==> config.mk <==
export PLATFORM = sky130hd
export DESIGN_NAME = message_fragment_reassembly_checker_unit
export DESIGN_NICKNAME = d
export VERILOG_FILES = /design/src/sv/mfrc_pkg.sv /design/src/sv/mfrc_front.sv /design/src/sv/mfrc_queue.sv /design/src/sv/mfrc_back.sv /design/src/sv/message_fragment_reassembly_checker_unit.sv
export SDC_FILE = /design/constraint.sdc
export NUM_CORES = 1
export LEC_CHECK = 0
export ABC_AREA = 1
export BUFFER_PORTS_ARGS = -buffer_cell sky130_fd_sc_hd__clkbuf_2
export CELL_PAD_IN_SITES_DETAIL_PLACEMENT = 2
export CELL_PAD_IN_SITES_GLOBAL_PLACEMENT = 2
export CORE_MARGIN = 1
export CORE_UTILIZATION = 41
export CTS_BUF_LIST = sky130_fd_sc_hd__clkbuf_4 sky130_fd_sc_hd__clkbuf_8 sky130_fd_sc_hd__clkbuf_16
export CTS_CLUSTER_SIZE = 8
export DETAILED_ROUTE_END_ITERATION = 6
export PLACE_DENSITY = 0.82
export SLEW_MARGIN = 10
export SYNTH_ARGS = -nofsm -noshare
export SYNTH_HDL_FRONTEND = slang
export SYNTH_HIERARCHICAL = 1
export SYNTH_SLANG_ARGS = --single-unit
export TNS_END_PERCENT = 5
==> constraint.sdc <==
create_clock -name clock -period 17.88 [get_ports clock]
set_clock_uncertainty 0.15 [all_clocks]
set_input_delay 1.788 -clock clock [delete_from_list [all_inputs] [get_ports clock]]
set_output_delay 1.788 -clock clock [all_outputs]
set_load 0.02 [all_outputs]
==> src/sv/mfrc_pkg.sv <==
// Shared types, constants and codes of the message fragment reassembly checker.
`timescale 1ns / 1ps
`default_nettype none

package mfrc_pkg;

   // Fragment and header sizes in bytes
   localparam int unsigned FRAGMENT_BYTES = 4096;
   localparam int unsigned HEADER_BYTES   = 48;

   // Depth of the queue between front and back
   localparam int unsigned QUEUE_DEPTH = 2;
   localparam int unsigned QUEUE_PTR_W = (QUEUE_DEPTH > 1) ? $clog2(QUEUE_DEPTH) : 1;
   localparam int unsigned QUEUE_CNT_W = $clog2(QUEUE_DEPTH + 1);

   // Stream widths, padded to whole bytes
   localparam int unsigned REQ_BITS   = 226;
   localparam int unsigned REQ_TDATA_W = ((REQ_BITS + 7) / 8) * 8;
   localparam int unsigned RSP_BITS   = 142;
   localparam int unsigned RSP_TDATA_W = ((RSP_BITS + 7) / 8) * 8;

   // Configuration register indexes
   localparam logic CSR_CONG_FLAG = 1'b0;
   localparam logic CSR_ACK_MASK  = 1'b1;

   // Configuration reset values
   localparam logic [7:0] CONG_FLAG_RESET = 8'd1;
   localparam logic [7:0] ACK_MASK_RESET  = 8'd2;

   // Outcome codes
   localparam logic [2:0] OUT_STORED    = 3'd0;
   localparam logic [2:0] OUT_DELIVERED = 3'd1;
   localparam logic [2:0] OUT_CONG_MAP  = 3'd2;
   localparam logic [2:0] OUT_PURE_ACK  = 3'd3;
   localparam logic [2:0] OUT_SHORT     = 3'd4;
   localparam logic [2:0] OUT_CHECKSUM  = 3'd5;
   localparam logic [2:0] OUT_MISMATCH  = 3'd6;
   localparam logic [2:0] OUT_FAILED    = 3'd7;

   // Classification made by the front
   typedef enum logic [2:0] {
      KIND_FAILED,
      KIND_SHORT,
      KIND_CHECKSUM,
      KIND_PURE_ACK,
      KIND_DATA
   } kind_type;

   // One receive completion as it arrives
   typedef struct packed {
      logic        completion_ok;
      logic [15:0] byte_count;
      logic        checksum_ok;
      logic [63:0] hdr_sequence;
      logic [63:0] hdr_ack;
      logic [31:0] hdr_length;
      logic [15:0] hdr_source_port;
      logic [15:0] hdr_dest_port;
      logic [7:0]  hdr_flag_bits;
      logic [7:0]  hdr_credit;
   } req_item_type;

   // Classified completion handed to the back
   typedef struct packed {
      kind_type    kind;
      logic [63:0] sequence_num;
      logic [63:0] ack_num;
      logic [31:0] length;
      logic [15:0] source_port;
      logic [15:0] dest_port;
      logic [7:0]  flag_bits;
      logic [7:0]  credit;
   } work_item_type;

   // One result
   typedef struct packed {
      logic [2:0]  outcome;
      logic [7:0]  credits_to_add;
      logic        deliver_sequence_valid;
      logic [63:0] deliver_sequence;
      logic        ack_required_out;
      logic        peer_acked_valid;
      logic [63:0] peer_acked_sequence;
   } result_type;

endpackage

`default_nettype wire

==> src/sv/mfrc_front.sv <==
// Front stage: registers each completion and classifies it before the queue.
`timescale 1ns / 1ps
`default_nettype none

module mfrc_front
   import mfrc_pkg::*;
(
   input  wire logic          clock,
   input  wire logic          reset,
   input  wire logic          in_valid,
   output logic               in_ready,
   input  wire req_item_type  in_item,
   output logic               out_valid,
   input  wire logic          out_ready,
   output work_item_type      out_item
);

   logic          valid_ff;
   logic          valid_in;
   work_item_type item_ff;
   work_item_type item_in;
   kind_type      kind;
   logic          no_payload;

   assign in_ready  = !valid_ff || out_ready;
   assign out_valid = valid_ff;
   assign out_item  = item_ff;

   // Classification in check order
   always_comb begin
      no_payload = (in_item.byte_count == 16'(HEADER_BYTES));
      if (!in_item.completion_ok) begin
         kind = KIND_FAILED;
      end else if (in_item.byte_count < 16'(HEADER_BYTES)) begin
         kind = KIND_SHORT;
      end else if (!in_item.checksum_ok) begin
         kind = KIND_CHECKSUM;
      end else if (in_item.hdr_source_port == 16'd0 && in_item.hdr_dest_port == 16'd0
                   && no_payload) begin
         kind = KIND_PURE_ACK;
      end else begin
         kind = KIND_DATA;
      end
   end

   always_comb begin
      item_in              = item_ff;
      valid_in             = valid_ff;
      if (in_valid && in_ready) begin
         item_in.kind         = kind;
         item_in.sequence_num = in_item.hdr_sequence;
         item_in.ack_num      = in_item.hdr_ack;
         item_in.length       = in_item.hdr_length;
         item_in.source_port  = in_item.hdr_source_port;
         item_in.dest_port    = in_item.hdr_dest_port;
         item_in.flag_bits    = in_item.hdr_flag_bits;
         item_in.credit       = in_item.hdr_credit;
         valid_in             = 1'b1;
      end else if (out_ready) begin
         valid_in = 1'b0;
      end
   end

   always_ff @(posedge clock) begin
      if (reset) begin
         valid_ff <= 1'b0;
      end else begin
         valid_ff <= valid_in;
      end
      item_ff <= item_in;
   end

endmodule

`default_nettype wire

==> src/sv/mfrc_queue.sv <==
// Short queue of classified completions between front and back.
`timescale 1ns / 1ps
`default_nettype none

module mfrc_queue
   import mfrc_pkg::*;
(
   input  wire logic          clock,
   input  wire logic          reset,
   input  wire logic          push_valid,
   output logic               push_ready,
   input  wire work_item_type push_item,
   output logic               pop_valid,
   input  wire logic          pop_ready,
   output work_item_type      pop_item
);

   work_item_type              entry_ff [QUEUE_DEPTH];
   logic [QUEUE_PTR_W-1:0]     wr_ptr_ff;
   logic [QUEUE_PTR_W-1:0]     wr_ptr_in;
   logic [QUEUE_PTR_W-1:0]     rd_ptr_ff;
   logic [QUEUE_PTR_W-1:0]     rd_ptr_in;
   logic [QUEUE_CNT_W-1:0]     count_ff;
   logic [QUEUE_CNT_W-1:0]     count_in;
   logic                       do_push;
   logic                       do_pop;

   // Push only when not full, so no path runs from the back to the front
   assign push_ready = (count_ff != QUEUE_CNT_W'(QUEUE_DEPTH));
   assign pop_valid  = (count_ff != '0);
   assign pop_item   = entry_ff[rd_ptr_ff];
   assign do_push    = push_valid && push_ready;
   assign do_pop     = pop_valid && pop_ready;

   // Pointer and fill count updates
   always_comb begin
      wr_ptr_in = wr_ptr_ff;
      rd_ptr_in = rd_ptr_ff;
      count_in  = count_ff;
      if (do_push) begin
         wr_ptr_in = (wr_ptr_ff == QUEUE_PTR_W'(QUEUE_DEPTH - 1)) ? '0
                                                                  : wr_ptr_ff + 1'b1;
      end
      if (do_pop) begin
         rd_ptr_in = (rd_ptr_ff == QUEUE_PTR_W'(QUEUE_DEPTH - 1)) ? '0
                                                                  : rd_ptr_ff + 1'b1;
      end
      if (do_push && !do_pop) begin
         count_in = count_ff + 1'b1;
      end else if (do_pop && !do_push) begin
         count_in = count_ff - 1'b1;
      end
   end

   always_ff @(posedge clock) begin
      if (reset) begin
         wr_ptr_ff <= '0;
         rd_ptr_ff <= '0;
         count_ff  <= '0;
      end else begin
         wr_ptr_ff <= wr_ptr_in;
         rd_ptr_ff <= rd_ptr_in;
         count_ff  <= count_in;
      end
   end

   // Storage
   always_ff @(posedge clock) begin
      if (do_push) begin
         entry_ff[wr_ptr_ff] <= push_item;
      end
   end

endmodule

`default_nettype wire

==> src/sv/mfrc_back.sv <==
// Back stage: reassembly state, header checks, peer ack tracking and result register.
`timescale 1ns / 1ps
`default_nettype none

module mfrc_back
   import mfrc_pkg::*;
(
   input  wire logic          clock,
   input  wire logic          reset,
   input  wire logic          csr_wr_en,
   input  wire logic          csr_index,
   input  wire logic [7:0]    csr_wdata,
   input  wire logic          in_valid,
   output logic               in_ready,
   input  wire work_item_type in_item,
   output logic               out_valid,
   input  wire logic          out_ready,
   output result_type         out_result
);

   // Configuration
   logic [7:0]  cong_flag_ff;
   logic [7:0]  ack_mask_ff;

   // Reassembly state
   logic        in_prog_ff;
   logic        in_prog_in;
   logic [63:0] held_seq_ff;
   logic [31:0] held_len_ff;
   logic [15:0] held_sport_ff;
   logic [15:0] held_dport_ff;
   logic [7:0]  held_flags_ff;
   logic        latch_hdr;
   logic [31:0] remaining_ff;
   logic [31:0] remaining_in;
   logic [63:0] highest_ack_ff;
   logic [63:0] highest_ack_in;

   // Result register
   logic        out_valid_ff;
   logic        out_valid_in;
   result_type  result_ff;
   result_type  result_in;

   logic        take;
   logic        accepted_kind;
   logic        mismatch;
   logic [63:0] cur_seq;
   logic [7:0]  cur_flags;
   logic [31:0] cur_remaining;
   logic        more_expected;

   assign in_ready   = !out_valid_ff || out_ready;
   assign take       = in_valid && in_ready;
   assign out_valid  = out_valid_ff;
   assign out_result = result_ff;

   // Per-item evaluation against the current state
   always_comb begin
      accepted_kind = (in_item.kind == KIND_PURE_ACK) || (in_item.kind == KIND_DATA);
      mismatch      = in_prog_ff && ((held_seq_ff != in_item.sequence_num)
                      || (held_len_ff != in_item.length)
                      || (held_sport_ff != in_item.source_port)
                      || (held_dport_ff != in_item.dest_port));
      cur_seq       = in_prog_ff ? held_seq_ff   : in_item.sequence_num;
      cur_flags     = in_prog_ff ? held_flags_ff : in_item.flag_bits;
      cur_remaining = in_prog_ff ? remaining_ff  : in_item.length;
      more_expected = (cur_remaining > 32'(FRAGMENT_BYTES));

      result_in      = '0;
      in_prog_in     = in_prog_ff;
      remaining_in   = remaining_ff;
      highest_ack_in = highest_ack_ff;
      latch_hdr      = 1'b0;

      // Credits and peer ack apply to every item past the checksum
      if (accepted_kind) begin
         result_in.credits_to_add = in_item.credit;
         if (in_item.ack_num > highest_ack_ff) begin
            highest_ack_in                = in_item.ack_num;
            result_in.peer_acked_valid    = 1'b1;
            result_in.peer_acked_sequence = in_item.ack_num;
         end
      end

      case (in_item.kind)
         KIND_FAILED:   result_in.outcome = OUT_FAILED;
         KIND_SHORT:    result_in.outcome = OUT_SHORT;
         KIND_CHECKSUM: result_in.outcome = OUT_CHECKSUM;
         KIND_PURE_ACK: result_in.outcome = OUT_PURE_ACK;
         KIND_DATA: begin
            if (mismatch) begin
               result_in.outcome = OUT_MISMATCH;
            end else begin
               latch_hdr = !in_prog_ff;
               if (more_expected) begin
                  result_in.outcome = OUT_STORED;
                  in_prog_in        = 1'b1;
                  remaining_in      = cur_remaining - 32'(FRAGMENT_BYTES);
               end else begin
                  in_prog_in   = 1'b0;
                  remaining_in = '0;
                  if (cur_flags == cong_flag_ff) begin
                     result_in.outcome = OUT_CONG_MAP;
                  end else begin
                     result_in.outcome                = OUT_DELIVERED;
                     result_in.deliver_sequence_valid = 1'b1;
                     result_in.deliver_sequence       = cur_seq;
                  end
                  result_in.ack_required_out = ((cur_flags & ack_mask_ff) != 8'd0);
               end
            end
         end
         default: result_in.outcome = OUT_FAILED;
      endcase

      if (take) begin
         out_valid_in = 1'b1;
      end else if (out_ready) begin
         out_valid_in = 1'b0;
      end else begin
         out_valid_in = out_valid_ff;
      end
   end

   // Control state and configuration
   always_ff @(posedge clock) begin
      if (reset) begin
         cong_flag_ff   <= CONG_FLAG_RESET;
         ack_mask_ff    <= ACK_MASK_RESET;
         in_prog_ff     <= 1'b0;
         remaining_ff   <= '0;
         highest_ack_ff <= '0;
         out_valid_ff   <= 1'b0;
      end else begin
         if (csr_wr_en) begin
            case (csr_index)
               CSR_CONG_FLAG: cong_flag_ff <= csr_wdata;
               CSR_ACK_MASK:  ack_mask_ff  <= csr_wdata;
               default:       ;
            endcase
         end
         if (take) begin
            in_prog_ff     <= in_prog_in;
            remaining_ff   <= remaining_in;
            highest_ack_ff <= highest_ack_in;
         end
         out_valid_ff <= out_valid_in;
      end
   end

   // Held header and result payload
   always_ff @(posedge clock) begin
      if (take && latch_hdr) begin
         held_seq_ff   <= in_item.sequence_num;
         held_len_ff   <= in_item.length;
         held_sport_ff <= in_item.source_port;
         held_dport_ff <= in_item.dest_port;
         held_flags_ff <= in_item.flag_bits;
      end
      if (take) begin
         result_ff <= result_in;
      end
   end

   // Remaining count is only nonzero while a message is open
   a_remaining_idle: assert property (@(posedge clock) disable iff (reset)
      !in_prog_ff |-> remaining_ff == 32'd0)
      else $error("remaining bytes nonzero with no message in progress");

   // Highest peer ack never moves backward
   a_ack_monotonic: assert property (@(posedge clock) disable iff (reset)
      1'b1 |=> highest_ack_ff >= $past(highest_ack_ff))
      else $error("highest peer ack decreased");

   // A completed message closes reassembly
   a_complete_closes: assert property (@(posedge clock) disable iff (reset)
      take && in_item.kind == KIND_DATA && !mismatch && !more_expected
      |=> !in_prog_ff)
      else $error("message still open after completion");

   // Delivery sequence only accompanies a delivered outcome
   a_deliver_outcome: assert property (@(posedge clock) disable iff (reset)
      out_valid_ff && result_ff.deliver_sequence_valid
      |-> result_ff.outcome == OUT_DELIVERED)
      else $error("delivery sequence with wrong outcome");

endmodule

`default_nettype wire

==> src/sv/message_fragment_reassembly_checker_unit.sv <==
// Top level of the message fragment reassembly checker.
//
// Usage: receive completions arrive on the req_ stream, one per transfer,
// each carrying the success flag, byte count, checksum verdict and header
// fields. Every completion produces exactly one result transfer on the rsp_
// stream: the outcome code, credits to grant, the delivered sequence, the
// ack-required flag and any newly acknowledged peer sequence.
// A req_ transfer reaches rsp_tvalid through the front register, then a queue
// entry, then the result register of the back stage. Throughput is one
// completion per cycle while rsp_tready does not hold the result, set by the
// back stage that updates the reassembly state once per cycle.
// When rsp_tready is low the result holds, the queue takes two more
// completions, the front register one more, and then req_tready drops;
// nothing is lost or duplicated.
// Synchronous reset empties all stages, closes any message in progress,
// clears the highest peer ack and loads the configuration defaults.
// The csr_ port writes the register selected by csr_index; write only while idle.
`timescale 1ns / 1ps
`default_nettype none

module message_fragment_reassembly_checker_unit
   import mfrc_pkg::*;
(
   input  wire logic                   clock,
   input  wire logic                   reset,
   // Configuration writes
   input  wire logic                   csr_wr_en,
   input  wire logic                   csr_index,
   input  wire logic [7:0]             csr_wdata,
   // Completion stream
   input  wire logic                   req_tvalid,
   output logic                        req_tready,
   // completion_ok, byte_count, checksum_ok, hdr_sequence, hdr_ack, hdr_length,
   // hdr_source_port, hdr_dest_port, hdr_flag_bits, hdr_credit, zero pad
   input  wire logic [REQ_TDATA_W-1:0] req_tdata,
   // Result stream
   output logic                        rsp_tvalid,
   input  wire logic                   rsp_tready,
   // outcome, credits_to_add, deliver_sequence_valid, deliver_sequence,
   // ack_required_out, peer_acked_valid, peer_acked_sequence, zero pad
   output logic [RSP_TDATA_W-1:0]      rsp_tdata
);

   req_item_type  req_item;
   work_item_type front_item;
   work_item_type queue_item;
   logic          front_valid;
   logic          front_ready;
   logic          queue_valid;
   logic          queue_ready;
   result_type    result;

   // Unpack completion fields
   always_comb begin
      req_item.completion_ok   = req_tdata[0];
      req_item.byte_count      = req_tdata[16:1];
      req_item.checksum_ok     = req_tdata[17];
      req_item.hdr_sequence    = req_tdata[81:18];
      req_item.hdr_ack         = req_tdata[145:82];
      req_item.hdr_length      = req_tdata[177:146];
      req_item.hdr_source_port = req_tdata[193:178];
      req_item.hdr_dest_port   = req_tdata[209:194];
      req_item.hdr_flag_bits   = req_tdata[217:210];
      req_item.hdr_credit      = req_tdata[225:218];
   end

   mfrc_front u_front (
      .clock     (clock),
      .reset     (reset),
      .in_valid  (req_tvalid),
      .in_ready  (req_tready),
      .in_item   (req_item),
      .out_valid (front_valid),
      .out_ready (front_ready),
      .out_item  (front_item)
   );

   mfrc_queue u_queue (
      .clock      (clock),
      .reset      (reset),
      .push_valid (front_valid),
      .push_ready (front_ready),
      .push_item  (front_item),
      .pop_valid  (queue_valid),
      .pop_ready  (queue_ready),
      .pop_item   (queue_item)
   );

   mfrc_back u_back (
      .clock      (clock),
      .reset      (reset),
      .csr_wr_en  (csr_wr_en),
      .csr_index  (csr_index),
      .csr_wdata  (csr_wdata),
      .in_valid   (queue_valid),
      .in_ready   (queue_ready),
      .in_item    (queue_item),
      .out_valid  (rsp_tvalid),
      .out_ready  (rsp_tready),
      .out_result (result)
   );

   // Pack result fields
   always_comb begin
      rsp_tdata          = '0;
      rsp_tdata[2:0]     = result.outcome;
      rsp_tdata[10:3]    = result.credits_to_add;
      rsp_tdata[11]      = result.deliver_sequence_valid;
      rsp_tdata[75:12]   = result.deliver_sequence;
      rsp_tdata[76]      = result.ack_required_out;
      rsp_tdata[77]      = result.peer_acked_valid;
      rsp_tdata[141:78]  = result.peer_acked_sequence;
   end

endmodule

`default_nettype wire

==> run summary <==
Critical-path cell list: buf_4 -> buf_4 -> mux2_2 -> ha_1 -> nand2_1 -> nor2_1 -> nand4_1 -> nor3b_1 -> nand2_1 -> nor2_1 -> nor2_4 -> buf_4 -> nand3_4 -> nand2_1 -> inv_1 -> nor2_1
First-pass GRT wire length: 205 mm
Crit start category: flip-flop
# resized after CTS: 0
Die Width: 323 um
DRC Markers: 0
Critical Path Slowest Stage Cell: nand3_4
Final worst path period share: 38.2%
Period minus WS final: 6830 ps
Async SR Flop Fraction: 0%
Util after Layout: 49.0%
Placed instance count: 5,010
Proportion of layout cells with a drive suffix above 1: 23.1%
Slew Viols, Final: 0
Register clock-pin slew on the reported worst setup and hold paths: 50 ps
Drt pass-1 iters: 5
Internal power: 5.50 mW
Worst Path Arrival: 7310 ps
Ys Warns: 6
Per-cell routed wire length: 26.8 um
Library cells used by synthesis: 35
Top post-synthesis cells by area: edfxtp_1 (65%), dfxtp_1 (5.7%), mux2_2 (5.6%)
Die Y: 323 um
CTS Buf Count: 147
Relative slew margins: 23.2%
Final Wtd Congestion: 0.791
Gate Count Post-Synth: 3,344
Total negative slack: 0 ps
Worst hold path class: reg2reg
GRT overflow: 0
Drt total wl: 141 mm
Post-CTS setup buffer count: 0
Number of fill cells in the layout: 10,000
Core area: 102,000 sq um
Crit. End Element: flip-flop
Vias per cell: 5.22
Fin nets: 4,104
Synth top area share: 64.9%
Worst skew pair latency: 750 ps
Sequential area share after synthesis: 70.6%
Slowest cell delay on critical path: 850 ps
Fin cells: 5,249
Die area: 104,000 sq um
Peak supply drop: 0.000114 V
CTS tree: built
#FFs+latches synth: 1,031
DPL Wire Length: 87.8 mm
Top_reg_cell synth: edfxtp_1
Leak Pwr: 19.5 nW
Syn_area_per_cell: 12.6 sq um
Final Hold Viols: 0
Comb power frac: 27.8%
Synth Cell Area: 42,200 sq um
H-tree Lvls: 4
IO buf count: 383
Sw Ratio: 34.7%
Kind of critical path: reg2reg
Post-layout power: 8.42 mW
Total global-route track usage: 26.9%
Power per cell area: 168 nW/um^2
Crit path max fanout: 64
Max Cap Viol: 0
Sw power: 2.92 mW
Largest net degree at the start of global routing: 155
WHS: 293 ps
Area grow syn2layout: 18.5%
Slew of the pin with the lowest slew margin: 1150 ps
Root Buffer: clkbuf_16
FP Rows: 117
Initial core utilization: 41.4%
Initial antenna violation count: 19
Flop pwr share: 39.9%
CTS Buffer Depth: 3
DR vias: 27,400
Remaining antenna violation count after routing: 0
CTS Sinks: 1,031
Fmax: 146 MHz
Synth area leader: edfxtp_1
RSZ-0062 raised after global routing: false
Final setup fails: 0
Critical path data required time: 18,360 ps
Number of synthesized flops with an enable pin: 911
Number of global-route vias before repair: 31,300
Iteration-0 DRC Markers: 1,609
Status: completed
Post-CTS Hold Buffers: 0
Clock power share: 32.3%
Io pins: 392
==> worst paths after layout <==
kind / endpoint / depth (start not counted) / slack [ps] / startpoint
worst max-delay path: u_back/highest_ack_ff[28]$_SDFFE_PP0P_ / 16 / 11050 / flip-flop
worst min-delay path: u_queue/entry_ff[0][161]$_DFFE_PP_ / 0 / 290 / u_front/out_item[161]$_DFFE_PP_
worst max register to register: u_back/highest_ack_ff[28]$_SDFFE_PP0P_ / 16 / 11050 / flip-flop
worst min register to register: u_queue/entry_ff[0][161]$_DFFE_PP_ / 0 / 290 / u_front/out_item[161]$_DFFE_PP_
==> logic make-up (layout without fill, tap and decap cells) <==
| kind of cell | count (synthesis) | after routing | synth area share (%) |
|---|---|---|---|
| flops | 1031 | 1031 | 70.6 |
| simple gates | 1172 | 1172 | 11.4 |
| xor+xnor | 88 | 88 | 1.83 |
| mux | 246 | 246 | 6.47 |
| other cells | 1 | 13 | 0.00889 |
| compound gates | 184 | 184 | 2.24 |
| fa+ha+maj | 67 | 67 | 1.99 |
| buf+inv | 555 | 1080 | 5.52 |
==> through the flow <==
| stage | instance area [sq um] | worst slack [ps] |
|---|---|---|
| 3_3_place_gp | 45500 | 11530 |
| 3_5_place_dp | 45500 | 11170 |
| 4_1_cts | 49900 | 11030 |
| 5_1_grt | 49900 | 10780 |
| 2_1_floorplan | 42200 | 4920 |
| 6_report | 49900 | 11050 |
==> critical path, delay by kind of cell, from the launching register on <==
family	cells	cell delay (ps)
flip-flops	1	700
buffers and inverters	4	1960
AND/OR/NAND/NOR	10	2990
adder cells (fa/ha/maj)	1	330
multiplexers	1	410
==> layout make-up <==
| cell class | count | area, sq um | area share, % |
|---|---|---|---|
| clock buffer | 217 | 4280 | 8.57 |
| multi-input combinational | 1759 | 10200 | 20.3 |
| inverter | 444 | 1670 | 3.35 |
| sequential | 1031 | 29800 | 59.6 |
| tap | 1368 | 1710 | 3.43 |
| clock inverter | 11 | 165 | 0.331 |
| timing repair buffer | 408 | 2170 | 4.34 |
| antenna | 11 | 27.5 | 0.0551 |
==> power by group through the flow <==
stage / combinational, mW / clock, mW / sequential (mW)
2_1_floorplan: 1.28 / 0 / 3.56
6_report: 2.34 / 2.72 / 3.36
5_1_grt: 2.50 / 2.85 / 3.39
4_1_cts: 2.35 / 2.77 / 3.37
3_5_place_dp: 2.26 / 0 / 3.40
3_3_place_gp: 2.10 / 0 / 3.34
==> registers in the layout (all words and copies together), names as in the netlist, 2 cells and up, named ones only <==
register / flops
u_back/held_dport_ff: 16
u_queue/entry_ff: 422
u_queue/count_ff: 2
u_back/held_seq_ff: 64
u_back/cong_flag_ff: 8
u_front/out_item: 211
u_back/held_sport_ff: 16
u_back/highest_ack_ff: 64
u_back/held_len_ff: 32
u_back/out_result: 142
u_back/remaining_ff: 32
u_back/ack_mask_ff: 8
u_back/held_flags_ff: 8
==> cells in the final DEF (no fill, tap or decap), types with 3 or more instances in the layout <==
master | Yosys | routed
a21oi_1 | 80 | 79
buf_12 | 0 | 5
buf_4 | 7 | 20
clkbuf_16 | 0 | 151
clkbuf_2 | 0 | 383
clkbuf_4 | 0 | 65
clkinv_1 | 4 | 5
clkinv_8 | 0 | 4
dfxtp_1 | 120 | 118
diode_2 | 0 | 11
edfxtp_1 | 911 | 911
ha_1 | 67 | 67
inv_1 | 436 | 435
inv_2 | 4 | 4
inv_6 | 0 | 3
mux2_2 | 211 | 211
mux2i_1 | 35 | 35
nand2_1 | 612 | 610
nand3_1 | 54 | 53
nand4_1 | 90 | 90
nor2_1 | 371 | 366
nor2_2 | 31 | 32
nor2_4 | 0 | 4
nor3_1 | 9 | 9
o21a_1 | 3 | 3
o21ai_0 | 78 | 78
o21ai_1 | 16 | 16
o22ai_1 | 3 | 3
xnor2_1 | 74 | 74
xor2_1 | 14 | 14
==> layer usage <==
metal	vias to the layer above	GRT usage, %	part of all wire (%)	wire length [um]
met1	14200	31.3	39	54900
met4	16	10.7	3.6	5010
met2	768	48.9	53	74500
li1	12200	-	-	-
met3	260	4.60	4.5	6270
met5	-	0	0.080	112
==> synth_stat cells, types with 17 or more instances <==
master      n
edfxtp_1  911
nand2_1   612
inv_1     436
nor2_1    371
mux2_2    211
dfxtp_1   120
nand4_1    90
a21oi_1    80
o21ai_0    78
xnor2_1    74
ha_1       67
nand3_1    54
clkbuf_1   48
mux2i_1    35
nor2_2     31
buf_6      26
buf_2      17
No activity file was read; power rests on OpenSTA's default activity.
